### config.mk
export PLATFORM = sky130hd
export DESIGN_NAME = modular_exponentiation
export DESIGN_NICKNAME = d
export VERILOG_FILES = /design/src/rtl/core/modexp_pkg.sv /design/src/rtl/core/modexp_cell.sv /design/src/rtl/core/modexp_mul.sv /design/src/rtl/core/modular_exponentiation.sv
export SDC_FILE = /design/constraint.sdc
export NUM_CORES = 1
export LEC_CHECK = 0
export ABC_AREA = 1
export BUFFER_PORTS_ARGS = -buffer_cell sky130_fd_sc_hd__buf_2
export CORE_MARGIN = 1
export CORE_UTILIZATION = 55
export CTS_CLUSTER_DIAMETER = 80
export DETAILED_ROUTE_END_ITERATION = 10
export GPL_TIMING_DRIVEN = 1
export PLACE_DENSITY = 0.73
export SYNTH_ARGS = -nofsm -noshare
export SYNTH_HDL_FRONTEND = slang
export SYNTH_HIERARCHICAL = 1
export SYNTH_SLANG_ARGS = --single-unit
export TNS_END_PERCENT = 100
### constraint.sdc
create_clock -name clock -period 26.2 [get_ports clock]
set_clock_uncertainty 0.1 [all_clocks]
set_input_delay 1.31 -clock clock [delete_from_list [all_inputs] [get_ports clock]]
set_output_delay 1.31 -clock clock [all_outputs]
set_load 0.1 [all_outputs]
### src/rtl/core/modexp_pkg.sv
// ----------------------------------------------------------------------------
// modexp_pkg
// Shared constants and types for the modular exponentiation block.
// ----------------------------------------------------------------------------
package modexp_pkg;

   localparam int unsigned OPERAND_WIDTH_DEFAULT = 32;
   localparam int unsigned RESULT_WIDTH = 32;

   typedef enum logic [2:0] {
      ST_IDLE,
      ST_REDUCE,
      ST_CHECK,
      ST_MUL,
      ST_SQR,
      ST_DONE
   } state_type;

endpackage

### src/rtl/core/modexp_cell.sv
// ----------------------------------------------------------------------------
// modexp_cell
// One bit cell of the modular multiplier: holds one accumulator bit and one
// bit of the modular-add carry chain, handing carry and borrow to its neighbour.
// ----------------------------------------------------------------------------
module modexp_cell import modexp_pkg::*; (
   input  logic clock,
   input  logic load,      // clear accumulator bit
   input  logic update,    // take new accumulator bit
   input  logic dbl_bit,   // bit of the doubled accumulator (acc << 1, reduced mod m)
   input  logic add_bit,   // bit of the addend (a when multiplier bit set)
   input  logic mod_bit,   // bit of the modulus
   input  logic carry_in,
   input  logic borrow_in,
   output logic carry_out,
   output logic borrow_out,
   output logic sum_bit,
   output logic diff_bit,
   input  logic sel_diff,
   output logic acc_bit
);

   logic acc_ff;
   logic acc_in;
   logic s;

   // sum of doubled acc and addend, then trial subtraction of the modulus
   assign s          = dbl_bit ^ add_bit ^ carry_in;
   assign carry_out  = (dbl_bit & add_bit) | (carry_in & (dbl_bit ^ add_bit));
   assign diff_bit   = s ^ mod_bit ^ borrow_in;
   assign borrow_out = (~s & mod_bit) | (borrow_in & ~(s ^ mod_bit));
   assign sum_bit    = s;

   always_comb begin
      acc_in = acc_ff;
      if (load) begin
         acc_in = 1'b0;
      end else if (update) begin
         acc_in = sel_diff ? diff_bit : sum_bit;
      end
   end

   always_ff @(posedge clock) begin
      acc_ff <= acc_in;
   end

   assign acc_bit = acc_ff;

endmodule

### src/rtl/core/modexp_mul.sv
// ----------------------------------------------------------------------------
// modexp_mul
// Bit-serial modular multiplier built from a row of bit cells. Each busy cycle
// computes acc = 2*acc + b_i*a mod m, scanning b from the top bit.
// ----------------------------------------------------------------------------
module modexp_mul import modexp_pkg::*; #(
   parameter int unsigned W = OPERAND_WIDTH_DEFAULT
) (
   input  logic         clock,
   input  logic         reset,
   input  logic         start,
   input  logic [W-1:0] op_a,
   input  logic [W-1:0] op_b,
   input  logic [W-1:0] modulus,
   output logic         done,
   output logic [W-1:0] product
);

   localparam int unsigned CW = $clog2(W + 1);
   localparam int unsigned EW = W + 2;

   logic [W-1:0]  a_ff, b_ff, m_ff;
   logic [CW-1:0] cnt_ff, cnt_in;
   logic          busy_ff, busy_in, done_ff, done_in;

   logic [W-1:0]  acc;
   logic [EW-1:0] dbl, add, mext;
   logic [EW:0]   carry, borrow;
   logic [EW-1:0] sum_bits, diff_bits, acc_ext;
   logic          sel_diff;
   logic          step;

   assign step = busy_ff;
   assign acc_ext = {2'b00, acc};
   assign dbl  = {acc_ext[EW-2:0], 1'b0};
   assign add  = b_ff[W-1] ? {2'b00, a_ff} : '0;
   assign mext = {2'b00, m_ff};
   assign carry[0]  = 1'b0;
   assign borrow[0] = 1'b0;

   // 2*acc + a < 3m could need two subtractions; the double is pre-reduced
   // below so that dbl_red + a < 2m and one trial subtraction suffices
   logic [EW-1:0] dbl_red;
   assign dbl_red = (dbl >= mext) ? dbl - mext : dbl;

   genvar g;
   generate
      for (g = 0; g < EW; g++) begin : g_cell
         logic acc_bit_w;
         modexp_cell u_cell (
            .clock      (clock),
            .load       (start),
            .update     (step),
            .dbl_bit    (dbl_red[g]),
            .add_bit    (add[g]),
            .mod_bit    (mext[g]),
            .carry_in   (carry[g]),
            .borrow_in  (borrow[g]),
            .carry_out  (carry[g+1]),
            .borrow_out (borrow[g+1]),
            .sum_bit    (sum_bits[g]),
            .diff_bit   (diff_bits[g]),
            .sel_diff   (sel_diff),
            .acc_bit    (acc_bit_w)
         );
         if (g < W) begin : g_acc
            assign acc[g] = acc_bit_w;
         end
      end
   endgenerate

   // no borrow out means sum >= m
   assign sel_diff = ~borrow[EW];

   always_comb begin
      cnt_in  = cnt_ff;
      busy_in = busy_ff;
      done_in = 1'b0;
      if (start) begin
         cnt_in  = CW'(W);
         busy_in = 1'b1;
      end else if (busy_ff) begin
         cnt_in = cnt_ff - 1'b1;
         if (cnt_ff == CW'(1)) begin
            busy_in = 1'b0;
            done_in = 1'b1;
         end
      end
   end

   always_ff @(posedge clock) begin
      if (reset) begin
         busy_ff <= 1'b0;
         done_ff <= 1'b0;
         cnt_ff  <= '0;
      end else begin
         busy_ff <= busy_in;
         done_ff <= done_in;
         cnt_ff  <= cnt_in;
      end
   end

   always_ff @(posedge clock) begin
      if (start) begin
         a_ff <= op_a;
         b_ff <= op_b;
         m_ff <= modulus;
      end else if (busy_ff) begin
         b_ff <= {b_ff[W-2:0], 1'b0};
      end
   end

   assign done    = done_ff;
   assign product = acc;

endmodule

### src/rtl/core/modular_exponentiation.sv
// ----------------------------------------------------------------------------
// modular_exponentiation
// Right-to-left square-and-multiply modular exponentiation on a bit-serial
// multiplier made of a row of bit cells.
// ----------------------------------------------------------------------------
//  channel  | ports                                   | direction
//  request  | req_valid/ready, req_base/exponent/modulus | in
//  response | rsp_valid/ready, rsp_power_result       | out
//
// One item at a time. The base is reduced first through the multiplier
// (times one), then each exponent bit up to the top set bit costs a check
// state plus a square, and a set bit a multiply more. Synchronous reset
// clears control. A stalled response holds in its register and the next
// request is taken only once it has been delivered.
// ----------------------------------------------------------------------------
module modular_exponentiation import modexp_pkg::*; #(
   parameter int unsigned OPERAND_WIDTH = OPERAND_WIDTH_DEFAULT
) (
   input  logic                    clock,
   input  logic                    reset,
   input  logic                    req_valid,
   output logic                    req_ready,
   input  logic [31:0]             req_base,
   input  logic [31:0]             req_exponent,
   input  logic [31:0]             req_modulus,
   output logic                    rsp_valid,
   input  logic                    rsp_ready,
   output logic [RESULT_WIDTH-1:0] rsp_power_result
);

   localparam int unsigned W = OPERAND_WIDTH;

   state_type state_ff, state_in;
   logic [W-1:0] x_ff, y_ff, m_ff, acc_ff;
   logic [RESULT_WIDTH-1:0] res_ff;
   logic rsp_valid_ff;

   logic         mul_start, mul_done;
   logic [W-1:0] mul_a, mul_b, mul_p, mul_m;
   logic [W-1:0] in_x, in_y, in_m;
   logic         take;

   // fields wider than W: keep the low W bits; narrower: zero-extend
   assign in_x = W'({32'd0, req_base}     & {{32{1'b0}}, 32'hFFFF_FFFF});
   assign in_y = W'({32'd0, req_exponent} & {{32{1'b0}}, 32'hFFFF_FFFF});
   assign in_m = W'({32'd0, req_modulus}  & {{32{1'b0}}, 32'hFFFF_FFFF});

   assign req_ready = (state_ff == ST_IDLE) && !rsp_valid_ff;
   assign take      = req_valid && req_ready;

   modexp_mul #(.W(W)) u_mul (
      .clock   (clock),
      .reset   (reset),
      .start   (mul_start),
      .op_a    (mul_a),
      .op_b    (mul_b),
      .modulus (mul_m),
      .done    (mul_done),
      .product (mul_p)
   );

   always_comb begin
      state_in  = state_ff;
      mul_start = 1'b0;
      mul_a     = x_ff;
      mul_b     = x_ff;
      mul_m     = m_ff;
      unique case (state_ff)
         ST_IDLE: begin
            if (take) begin
               if (in_y == '0 || in_m == '0) state_in = ST_DONE;
               else                          state_in = ST_REDUCE;
            end
         end
         ST_REDUCE: begin
            // x mod m via x*1 is wrong for x >= m in the cells, so reduce by
            // repeated doubling: 1 * x scanning x bits gives x mod m
            mul_a = W'(1);
            mul_b = x_ff;
            if (mul_done) state_in = ST_CHECK;
         end
         ST_CHECK: begin
            if (y_ff == '0) begin
               state_in = ST_DONE;
            end else if (y_ff[0]) begin
               state_in  = ST_MUL;
               mul_start = 1'b1;
               mul_a     = x_ff;
               mul_b     = acc_ff;
            end else begin
               state_in  = ST_SQR;
               mul_start = 1'b1;
            end
         end
         ST_MUL: begin
            mul_a = x_ff;
            mul_b = acc_ff;
            if (mul_done) begin
               state_in  = ST_SQR;
               mul_start = 1'b1;
               mul_a     = x_ff;
               mul_b     = x_ff;
            end
         end
         ST_SQR: begin
            if (mul_done) state_in = ST_CHECK;
         end
         ST_DONE: begin
            state_in = ST_IDLE;
         end
         default: state_in = ST_IDLE;
      endcase
      // the modulus register is loaded at this same edge, so feed the port
      if (state_ff == ST_IDLE && take && in_y != '0 && in_m != '0) begin
         mul_start = 1'b1;
         mul_a     = (in_m == W'(1)) ? '0 : W'(1);
         mul_b     = in_x;
         mul_m     = in_m;
      end
   end

   always_ff @(posedge clock) begin
      if (reset) state_ff <= ST_IDLE;
      else       state_ff <= state_in;
   end

   always_ff @(posedge clock) begin
      if (reset) begin
         rsp_valid_ff <= 1'b0;
      end else if (state_ff == ST_DONE) begin
         rsp_valid_ff <= 1'b1;
      end else if (rsp_ready) begin
         rsp_valid_ff <= 1'b0;
      end
   end

   always_ff @(posedge clock) begin
      if (take) begin
         x_ff   <= in_x;
         y_ff   <= in_y;
         m_ff   <= in_m;
         acc_ff <= (in_m == W'(1)) ? '0 : W'(1);
         res_ff <= (in_y == '0) ? RESULT_WIDTH'(1) : '0;
      end else begin
         if (state_ff == ST_REDUCE && mul_done) x_ff <= mul_p;
         if (state_ff == ST_MUL && mul_done)    acc_ff <= mul_p;
         if (state_ff == ST_SQR && mul_done) begin
            x_ff <= mul_p;
            y_ff <= y_ff >> 1;
         end
         if (state_ff == ST_CHECK && y_ff == '0) res_ff <= RESULT_WIDTH'(acc_ff);
      end
   end

   assign rsp_valid        = rsp_valid_ff;
   assign rsp_power_result = res_ff;

   a_no_take_busy: assert property (@(posedge clock) disable iff (reset)
      (state_ff != ST_IDLE) |-> !req_ready) else $error("ready while busy");
   a_done_valid: assert property (@(posedge clock) disable iff (reset)
      (state_ff == ST_DONE) |=> rsp_valid) else $error("result not raised");
   a_hold: assert property (@(posedge clock) disable iff (reset)
      (rsp_valid && !rsp_ready) |=> $stable(rsp_power_result))
      else $error("result changed under stall");

endmodule

* Word-level counts from Yosys, hierarchy flattened *
Cells that the tools add are included.

word-level totals
  bits in latches = 0
  bits in read-only memories = 0
  logic and storage cells = 549
  bits in registers = 300
  memories kept = 0
  memory bits (writable) = 0

cells by class
  shift-type cells = 0
  bitwise logic cells = 389
  reductions and logical operators = 27
  $lt $le $gt $ge = 1
  equal/unequal tests = 10
  add/subtract/negate cells = 2
  muxes and demuxes = 74
  multiply operators = 0
  divide/modulo/power cells = 0

operators by type and width
  operator             number
  $mux 32              19
  $and 1x1->1          129
  $xor 1x1->1          128
  $logic_not 32->1     3
  $not 1->1            66
  $pmux 32 s2          1
  $reduce_bool 32->1   2
  $or 1x1->1           63
  $mux 1               43
  $mux 34              1
  $sub 33x32->34       1
  $ge 33x32->1         1
  $eq 32x1->1 const B  1
  $mux 3               6
  $mux 6               2
  $pmux 3 s4           1
  $reduce_bool 2->1    5
  $logic_and 1x1->1    9
  $eq 3x2->1 const B   2
  $eq 3x3->1 const B   2
  $eq 6x1->1 const B   1
  $sub 6x1->6 const B  1
  $ne 2x1->1 const B   2
  $reduce_or 2->1      2
  other kinds (11)     12

* Depth between registers and ports, before layout *
Gate-level depths: netlist of the first run.

  depth in word-level cells = 71
  mapped depth = 123

* Cells and area by module *
Netlist of the first run, hierarchy kept.

by module, submodules not included
  module                  area each (µm²)  cells an instance  sequential area each (µm²)  times used
  modular_exponentiation  8789.7           1041               4884.7                      1
  modexp_mul              7313.3           1021               3042.9                      1
  modexp_cell             102.6            14                 20.0                        34

* Least setup slack after synthesis of the first run *
No wires, ideal clock.

  path kind = register -> register
  from = register u_mul.m_ff[29]
  to = register u_mul.g_cell[0].u_cell.acc_ff
  setup slack = 8.045 ns
  arrival = 17.942 ns
  cell stages (with the launch flop) = 121
  setup time = 0.113 ns
  clock period less this slack = 18.155 ns
  path through = edfxtp_1 -> inv_1 -> ha_1 -> nand2_2 -> inv_2 -> a21oi_2 -> nor2_1 -> nor2_1 -> nand2_1 -> nor2_2 -> nand2_8 -> inv_6 -> buf_6 -> nor2_2 -> fa_1 -> fa_1 -> inv_1 -> inv_1 -> [... 85 more ...] -> inv_1 -> inv_1 -> fa_1 -> inv_1 -> inv_1 -> fa_1 -> inv_1 -> inv_1 -> fa_1 -> inv_1 -> inv_1 -> fa_1 -> inv_1 -> inv_1 -> nand2_1 -> nand3_1 -> nand2_1 -> inv_1

RTL lines
  item                         line               text
  from (decl)                  modexp_mul.sv:22   logic [W-1:0] a_ff, b_ff, m_ff;
  from (signal assigned)       modexp_mul.sv:107  m_ff <= modulus;
  $ge 33x32->1                 modexp_mul.sv:44   assign dbl_red = (dbl >= mext) ? dbl - mext : dbl;
  $mux 34                      modexp_mul.sv:44
  named net u_mul.dbl_red[0]   modexp_mul.sv:43   logic [EW-1:0] dbl_red;
  $xor 1x1->1                  --
  named net u_mul.sum_bits[0]  modexp_mul.sv:29   logic [EW-1:0] sum_bits, diff_bits, acc_ext;
  $not 1->1                    modexp_cell.sv:31  assign borrow_out = (~s & mod_bit) | (borrow_in & ~(s ^ mod_bit));
  $and 1x1->1                  modexp_cell.sv:31
  named net u_mul.borrow[1]    modexp_mul.sv:28   logic [EW:0] carry, borrow;
  [... 2 more ...]             --
  named net u_mul.borrow[2]    modexp_mul.sv:28
  [... 2 more ...]             --
  named net u_mul.borrow[3]    modexp_mul.sv:28
  [... 2 more ...]             --
  named net u_mul.borrow[4]    modexp_mul.sv:28
  [... 2 more ...]             --
  named net u_mul.borrow[5]    modexp_mul.sv:28
  [... 2 more ...]             --
  named net u_mul.borrow[6]    modexp_mul.sv:28
  [... 2 more ...]             --
  named net u_mul.borrow[7]    modexp_mul.sv:28
  [... 2 more ...]             --
  named net u_mul.borrow[8]    modexp_mul.sv:28
  [... 2 more ...]             --
  named net u_mul.borrow[9]    modexp_mul.sv:28
  [... 2 more ...]             --
  named net u_mul.borrow[10]   modexp_mul.sv:28
  [... 2 more ...]             --
  named net u_mul.borrow[11]   modexp_mul.sv:28
  [... 2 more ...]             --
  named net u_mul.borrow[12]   modexp_mul.sv:28
  [... 2 more ...]             --
  named net u_mul.borrow[13]   modexp_mul.sv:28
  [... 2 more ...]             --
  named net u_mul.borrow[14]   modexp_mul.sv:28
  [... 2 more ...]             --
  named net u_mul.borrow[15]   modexp_mul.sv:28
  [... 2 more ...]             --
  named net u_mul.borrow[16]   modexp_mul.sv:28
  [... 2 more ...]             --
  named net u_mul.borrow[17]   modexp_mul.sv:28
  [... 2 more ...]             --
  named net u_mul.borrow[18]   modexp_mul.sv:28
  [... 2 more ...]             --
  named net u_mul.borrow[19]   modexp_mul.sv:28
  [... 2 more ...]             --
  named net u_mul.borrow[20]   modexp_mul.sv:28
  [... 2 more ...]             --
  named net u_mul.borrow[21]   modexp_mul.sv:28
  [... 2 more ...]             --
  named net u_mul.borrow[22]   modexp_mul.sv:28
  [... 2 more ...]             --
  named net u_mul.borrow[23]   modexp_mul.sv:28
  [... 2 more ...]             --
  named net u_mul.borrow[24]   modexp_mul.sv:28
  [... 2 more ...]             --
  named net u_mul.borrow[25]   modexp_mul.sv:28
  [... 2 more ...]             --
  named net u_mul.borrow[26]   modexp_mul.sv:28
  [... 2 more ...]             --
  named net u_mul.borrow[27]   modexp_mul.sv:28
  [... 2 more ...]             --
  named net u_mul.borrow[28]   modexp_mul.sv:28
  [... 2 more ...]             --
  named net u_mul.borrow[29]   modexp_mul.sv:28
  [... 2 more ...]             --
  named net u_mul.borrow[30]   modexp_mul.sv:28
  [... 2 more ...]             --
  named net u_mul.borrow[31]   modexp_mul.sv:28
  $and 1x1->1                  modexp_cell.sv:31
  $or 1x1->1                   modexp_cell.sv:31
  named net u_mul.borrow[32]   modexp_mul.sv:28
  $and 1x1->1                  modexp_cell.sv:31
  named net u_mul.borrow[33]   modexp_mul.sv:28
  $and 1x1->1                  modexp_cell.sv:31
  named net u_mul.borrow[34]   modexp_mul.sv:28
  $mux 1                       modexp_cell.sv:39  acc_in = sel_diff ? diff_bit : sum_bit;
  to (signal assigned)         modexp_cell.sv:44  acc_ff <= acc_in;
  to (decl)                    modexp_cell.sv:23  logic acc_ff;

The timed path passes the listed nets, and every way through them passes these cells.
A chain may end at the register's enable or synchronous reset.

* Worst setup path in the final report of the first run *
  from = register u_mul.g_cell[26].u_cell.acc_ff
  to = register u_mul.g_cell[27].u_cell.acc_ff

RTL lines
  item                         line
  from (decl)                  modexp_cell.sv:23
  from (signal assigned)       modexp_cell.sv:44
  $ge 33x32->1                 modexp_mul.sv:44
  $mux 34                      modexp_mul.sv:44
  named net u_mul.dbl_red[0]   modexp_mul.sv:43
  $xor 1x1->1                  --
  named net u_mul.sum_bits[0]  modexp_mul.sv:29
  $not 1->1                    modexp_cell.sv:31
  $and 1x1->1                  modexp_cell.sv:31
  named net u_mul.borrow[1]    modexp_mul.sv:28
  [... 2 more ...]             --
  named net u_mul.borrow[2]    modexp_mul.sv:28
  [... 2 more ...]             --
  named net u_mul.borrow[3]    modexp_mul.sv:28
  [... 2 more ...]             --
  named net u_mul.borrow[4]    modexp_mul.sv:28
  [... 2 more ...]             --
  named net u_mul.borrow[5]    modexp_mul.sv:28
  [... 2 more ...]             --
  named net u_mul.borrow[6]    modexp_mul.sv:28
  [... 2 more ...]             --
  named net u_mul.borrow[7]    modexp_mul.sv:28
  [... 2 more ...]             --
  named net u_mul.borrow[8]    modexp_mul.sv:28
  [... 2 more ...]             --
  named net u_mul.borrow[9]    modexp_mul.sv:28
  [... 2 more ...]             --
  named net u_mul.borrow[10]   modexp_mul.sv:28
  [... 2 more ...]             --
  named net u_mul.borrow[11]   modexp_mul.sv:28
  [... 2 more ...]             --
  named net u_mul.borrow[12]   modexp_mul.sv:28
  [... 2 more ...]             --
  named net u_mul.borrow[13]   modexp_mul.sv:28
  [... 2 more ...]             --
  named net u_mul.borrow[14]   modexp_mul.sv:28
  [... 2 more ...]             --
  named net u_mul.borrow[15]   modexp_mul.sv:28
  [... 2 more ...]             --
  named net u_mul.borrow[16]   modexp_mul.sv:28
  [... 2 more ...]             --
  named net u_mul.borrow[17]   modexp_mul.sv:28
  [... 2 more ...]             --
  named net u_mul.borrow[18]   modexp_mul.sv:28
  [... 2 more ...]             --
  named net u_mul.borrow[19]   modexp_mul.sv:28
  [... 2 more ...]             --
  named net u_mul.borrow[20]   modexp_mul.sv:28
  [... 2 more ...]             --
  named net u_mul.borrow[21]   modexp_mul.sv:28
  [... 2 more ...]             --
  named net u_mul.borrow[22]   modexp_mul.sv:28
  [... 2 more ...]             --
  named net u_mul.borrow[23]   modexp_mul.sv:28
  [... 2 more ...]             --
  named net u_mul.borrow[24]   modexp_mul.sv:28
  [... 2 more ...]             --
  named net u_mul.borrow[25]   modexp_mul.sv:28
  [... 2 more ...]             --
  named net u_mul.borrow[26]   modexp_mul.sv:28
  [... 2 more ...]             --
  named net u_mul.borrow[27]   modexp_mul.sv:28
  [... 2 more ...]             --
  named net u_mul.borrow[28]   modexp_mul.sv:28
  [... 2 more ...]             --
  named net u_mul.borrow[29]   modexp_mul.sv:28
  [... 2 more ...]             --
  named net u_mul.borrow[30]   modexp_mul.sv:28
  [... 2 more ...]             --
  named net u_mul.borrow[31]   modexp_mul.sv:28
  $and 1x1->1                  modexp_cell.sv:31
  $or 1x1->1                   modexp_cell.sv:31
  named net u_mul.borrow[32]   modexp_mul.sv:28
  $and 1x1->1                  modexp_cell.sv:31
  named net u_mul.borrow[33]   modexp_mul.sv:28
  $and 1x1->1                  modexp_cell.sv:31
  named net u_mul.borrow[34]   modexp_mul.sv:28
  $mux 1                       modexp_cell.sv:39
  to (signal assigned)         modexp_cell.sv:44
  to (decl)                    modexp_cell.sv:23

The timed path passes the listed nets, and every way through them passes these cells.

==> results of run 1 <==
## layer usage
| metal | GRT usage, % | wire (um) |
|---|---|---|
| met2 | 50.3 | 25600 |
| met4 | 11.7 | 1810 |
| met3 | 3.42 | 3290 |
| met5 | 0 | 12 |
| met1 | 38.3 | 21600 |
## per-stage QoR
| step | worst slack, ps | cell area (um2) | std cells | hold slack [ps] | util [%] |
|---|---|---|---|---|---|
| after floorplan | 8080 | 19500 | 2525 | 363 | - |
| after global placement | 7340 | 20300 | 3019 | 377 | 58.4 |
| after detailed placement | 7030 | 20300 | 3019 | 392 | 58.4 |
| after CTS | 6930 | 21400 | 3085 | 398 | 61.8 |
| after global routing | 5780 | 21400 | 3085 | 429 | 61.8 |
| final | 6880 | 21400 | 3085 | 405 | 61.8 |
## worst max-delay path, delay by kind of cell (launching register included)
| kind | cells | cell delay, ps |
|---|---|---|
| AO/OA/AOI/OAI | 1 | 190 |
| adder cells (fa/ha/maj) | 36 | 13010 |
| flip-flops | 1 | 450 |
| buffers and inverters | 71 | 4160 |
| AND/OR/NAND/NOR | 11 | 1300 |
## layout by cell type (no fill, tap or decap), types with 12 or more instances in the layout
cell and instances:
edfxtp_1 256, a21oi_1 32, xor2_1 14, buf_2 133, nor2_1 154, dfxtp_1 42, nor3_1 43, ha_1 34
inv_2 12, nand3_1 74, clkbuf_16 37, o21ai_0 66, clkbuf_1 12, fa_1 69, nand2_1 902, o211ai_1 32
inv_1 510, o221ai_1 32, nand2_2 23, o21ai_1 56, buf_4 16
## area by class of cell
type	instances	area (um2)	share of cell area, %
inverters	524	1970	9.19
clock inverters	14	175	0.817
repair buffers	149	786	3.66
well taps	455	569	2.65
flip-flops and latches	300	8570	40.0
clock buffers	52	1010	4.72
multi-input cells	1591	8360	39.0
## worst paths after layout
check | startpoint | slack [ps] | end | cells past startpoint
min | u_mul/cnt_ff[0] | 400 | u_mul/cnt_ff[0] | 2
max | u_mul/g_cell[26].u_cell/acc_bit | 6880 | u_mul/g_cell[27].u_cell/acc_bit | 119
max reg2reg | u_mul/g_cell[26].u_cell/acc_bit | 6880 | u_mul/g_cell[27].u_cell/acc_bit | 119
min reg2reg | u_mul/cnt_ff[0] | 400 | u_mul/cnt_ff[0] | 2
==> results.sh, run 1 <==
export IMPL_status="completed"
export IMPL_syn_area_um2=19500
export IMPL_tns_ps=0
export IMPL_final_hold_violation_count=0
export IMPL_cts_max_level=2
export IMPL_worstSetupPathType="register to register"
export IMPL_drc_errors=0
export IMPL_cts_path_max_buffers=3
export IMPL_drive_above_1_share_pct=9.85
export IMPL_start_util_pct=56.1
export IMPL_gp_congestion=0.954
export IMPL_synthesis_instances=2520
export IMPL_fmax_mhz=51.8
export IMPL_max_slew_margin_rel_pct=22.1
export IMPL_cts_sinks=300
export IMPL_grt_pass1_wl_um=82000
export IMPL_cts_buffers_inserted=36
export IMPL_cts_root_buf="clkbuf_16"
export IMPL_path_clk_slew_ps=60
export IMPL_final_nets=2805
export IMPL_wl_per_cell_um=16.9
export IMPL_cp_slowest_stage_delay_ps=520
export IMPL_ctsResizeCount=0
export IMPL_required_ps=26530
export IMPL_hpwl_um=37000
export IMPL_finalCritPeriodShare_pct=73.7
export IMPL_setup_viol=0
export IMPL_drv_slew=0
export IMPL_syn2layout_area_growth_pct=10.0
export IMPL_worst_slew_pin_slew_ps=1160
export IMPL_ctsHoldBuffers=0
export IMPL_die_h_um=190
export IMPL_yosysWarnings=6
export IMPL_die_w_um=190
export IMPL_slowest_stage="fa_1"
export IMPL_cts_tree="built"
export IMPL_fill_cells=3122
export IMPL_firstDrtPassIters=6
export IMPL_insertion_delay_ps=540
export IMPL_avgViaCountPerCell=5.22
export IMPL_endpoint_kind="register"
export IMPL_core_um2=34700
export IMPL_via_count=16100
export IMPL_io_buffers=133
export IMPL_grtUsageTotal_pct=29.5
export IMPL_drt_wl_total_um=52200
export IMPL_ant_nets=0
export IMPL_min_period_ps=19320
export IMPL_critPathLaunchType="register"
export IMPL_cp_max_fo=64
export IMPL_drtIter0Drc=1383
export IMPL_grt_max_degree=92
export IMPL_rows=68
export IMPL_arrival_ps=19650
export IMPL_io_pins=134
export IMPL_critPathMostFrequentCell="inv_1"
export IMPL_overflow=0
export IMPL_grt_pass1_vias=15700
export IMPL_antenna_found_initial=1
export IMPL_maxCapViolations=0
export IMPL_rsz0062_at_grt="false"
export IMPL_antenna_cells=0
export IMPL_min_path_type="register to register"
export IMPL_avgSynthCellArea_um2=7.73
export IMPL_die_area_um2=36200
export IMPL_postCtsSetupBuffers=0
Power of run 1 is not shown: default switching activity piles up to over one toggle a cycle in this logic, so the estimate is an artifact.
==> run 2: changes to the inputs <==
PLACE_DENSITY = 0.75   (was 0.73)
clock period = 16.09 ns   (was 26.2 ns; I/O delays follow)
==> results.sh, run 2 (synthesis gave the netlist of run 1 again) <==
export IMPL_status="complete, but fails checks"
export IMPL_failed_checks="setup timing"
export IMPL_cp_max_fo=6
export IMPL_arrival_ps=17980
export IMPL_gp_congestion=0.947
export IMPL_drv_slew=0
export IMPL_final_nets=2977
export IMPL_syn2layout_area_growth_pct=21.1
export IMPL_grt_pass1_vias=16700
export IMPL_insertion_delay_ps=540
export IMPL_final_hold_violation_count=0
export IMPL_grtUsageTotal_pct=30.8
export IMPL_whs_endpoint="m_ff[23]"
export IMPL_grt_pass1_wl_um=86000
export IMPL_r2r_setup_slack_ps=-1560
export IMPL_path_clk_slew_ps=60
export IMPL_cts_path_max_buffers=3
export IMPL_wl_per_cell_um=17.1
export IMPL_rows=68
export IMPL_drc_errors=0
export IMPL_cts_sinks=300
export IMPL_worstSetupPathType="register to register"
export IMPL_fmax_mhz=56.6
export IMPL_die_h_um=190
export IMPL_antenna_found_initial=0
export IMPL_min_path_type="input pin to register"
export IMPL_die_w_um=190
export IMPL_avgViaCountPerCell=5.32
export IMPL_drtIter0Drc=1705
export IMPL_core_um2=34700
export IMPL_io_buffers=133
export IMPL_overflow=0
export IMPL_antenna_cells=0
export IMPL_grt_max_degree=97
export IMPL_min_period_ps=17650
export IMPL_slowest_stage="fa_2"
export IMPL_die_area_um2=36200
export IMPL_layout_common_cells="855 x nand2_1, 420 x inv_1, 256 x edfxtp_1"
export IMPL_rsz0062_at_grt="true"
export IMPL_finalCritPeriodShare_pct=110
export IMPL_final_common_cell="nand2_1"
export IMPL_setup_viol=32
export IMPL_ant_nets=0
export IMPL_via_count=17300
export IMPL_drt_wl_total_um=55700
export IMPL_drive_above_1_share_pct=23.0
export IMPL_firstDrtPassIters=5
export IMPL_hpwl_um=37600
export IMPL_setup_ws_ps=-1560
export IMPL_io_pins=134
export IMPL_worst_slew_pin_slew_ps=1130
export IMPL_critPathLaunchType="register"
export IMPL_dp_cells=3161
export IMPL_timing_rr_start="u_mul/m_ff[14]"
export IMPL_r2r_cells=122
export IMPL_start_util_pct=56.1
export IMPL_ctsHoldBuffers=0
export IMPL_cp_slowest_stage_delay_ps=460
export IMPL_cts_root_buf="clkbuf_16"
export IMPL_worst_r2r_endpoint="u_mul/g_cell[27].u_cell/acc_bit"
export IMPL_endpoint_kind="register"
export IMPL_required_ps=16410
export IMPL_hp_start="req_modulus[23]"
export IMPL_whs_ps=362
export IMPL_fill_cells=2781
export IMPL_fin_cells=3256
export IMPL_maxCapViolations=0
export IMPL_cts_max_level=2
export IMPL_max_slew_margin_rel_pct=24.2
export IMPL_critPathMostFrequentCell="inv_2"
export IMPL_hold_depth=1
export IMPL_cts_buffers_inserted=35
export IMPL_cts_tree="built"
-- run 2: layer usage --
metal  GRT usage [%]  wire length [um]  up-vias
li1                -                 -     8282
met1            39.5             22000     8032
met2            50.8             26500      835
met3            4.60              4420      159
met4            15.8              2830        0
met5               0                 0        -
-- run 2: what timing repair did --
item                       CTS  global route
gates resized for setup     64           114
setup buffers               16             9
setup endpoints to repair   32            32
hold endpoints to repair     0             0
cloned                       8             2
pin swaps                   11            51
-- run 2: worst max path at each step --
| stage | slack (ps) | from | endpoint | depth (start not counted) |
|---|---|---|---|---|
| floorplan | -730 | u_mul/m_ff[27] | u_mul/g_cell[0].u_cell/acc_bit | 118 |
| CTS | -1380 | u_mul/m_ff[27] | u_mul/g_cell[11].u_cell/acc_bit | 121 |
| detailed placement | -1530 | u_mul/m_ff[1] | u_mul/g_cell[14].u_cell/acc_bit | 119 |
| global route | -2220 | u_mul/m_ff[11] | u_mul/g_cell[11].u_cell/acc_bit | 124 |
| global placement | -1280 | u_mul/m_ff[1] | u_mul/g_cell[1].u_cell/acc_bit | 119 |
| finish | -1560 | u_mul/m_ff[14] | u_mul/g_cell[27].u_cell/acc_bit | 122 |
-- run 2: worst max-delay path, delay by kind of cell (launching register included) --
family                   cells  cell delay, ps
adder cells (fa/ha/maj)     36           12190
buffers and inverters       75            3820
AND/OR/NAND/NOR             11             990
flip-flops                   1             440
-- run 2: stage by stage --
step           area [um2]  worst slack (ps)  utilization, %  setup TNS, ps
2_1_floorplan       19900              -735               -         -23430
3_3_place_gp        21800             -1280            62.8         -40530
3_5_place_dp        21800             -1530            62.8         -47540
4_1_cts             23300             -1380            67.2         -42650
5_1_grt             23600             -2220            68.0         -68330
6_report            23600             -1560            68.0         -47630
-- run 2: final cells by class --
cell class / count / area [um2] / area share (%)
multi-input cells: 1591 / 9110 / 38.6
flip-flops and latches: 300 / 8570 / 36.3
repair buffers: 322 / 2300 / 9.76
inverters: 524 / 1990 / 8.45
clock buffers: 53 / 975 / 4.13
well taps: 455 / 569 / 2.41
clock inverters: 11 / 80.1 / 0.339
Power of run 2 is left out for the same reason.
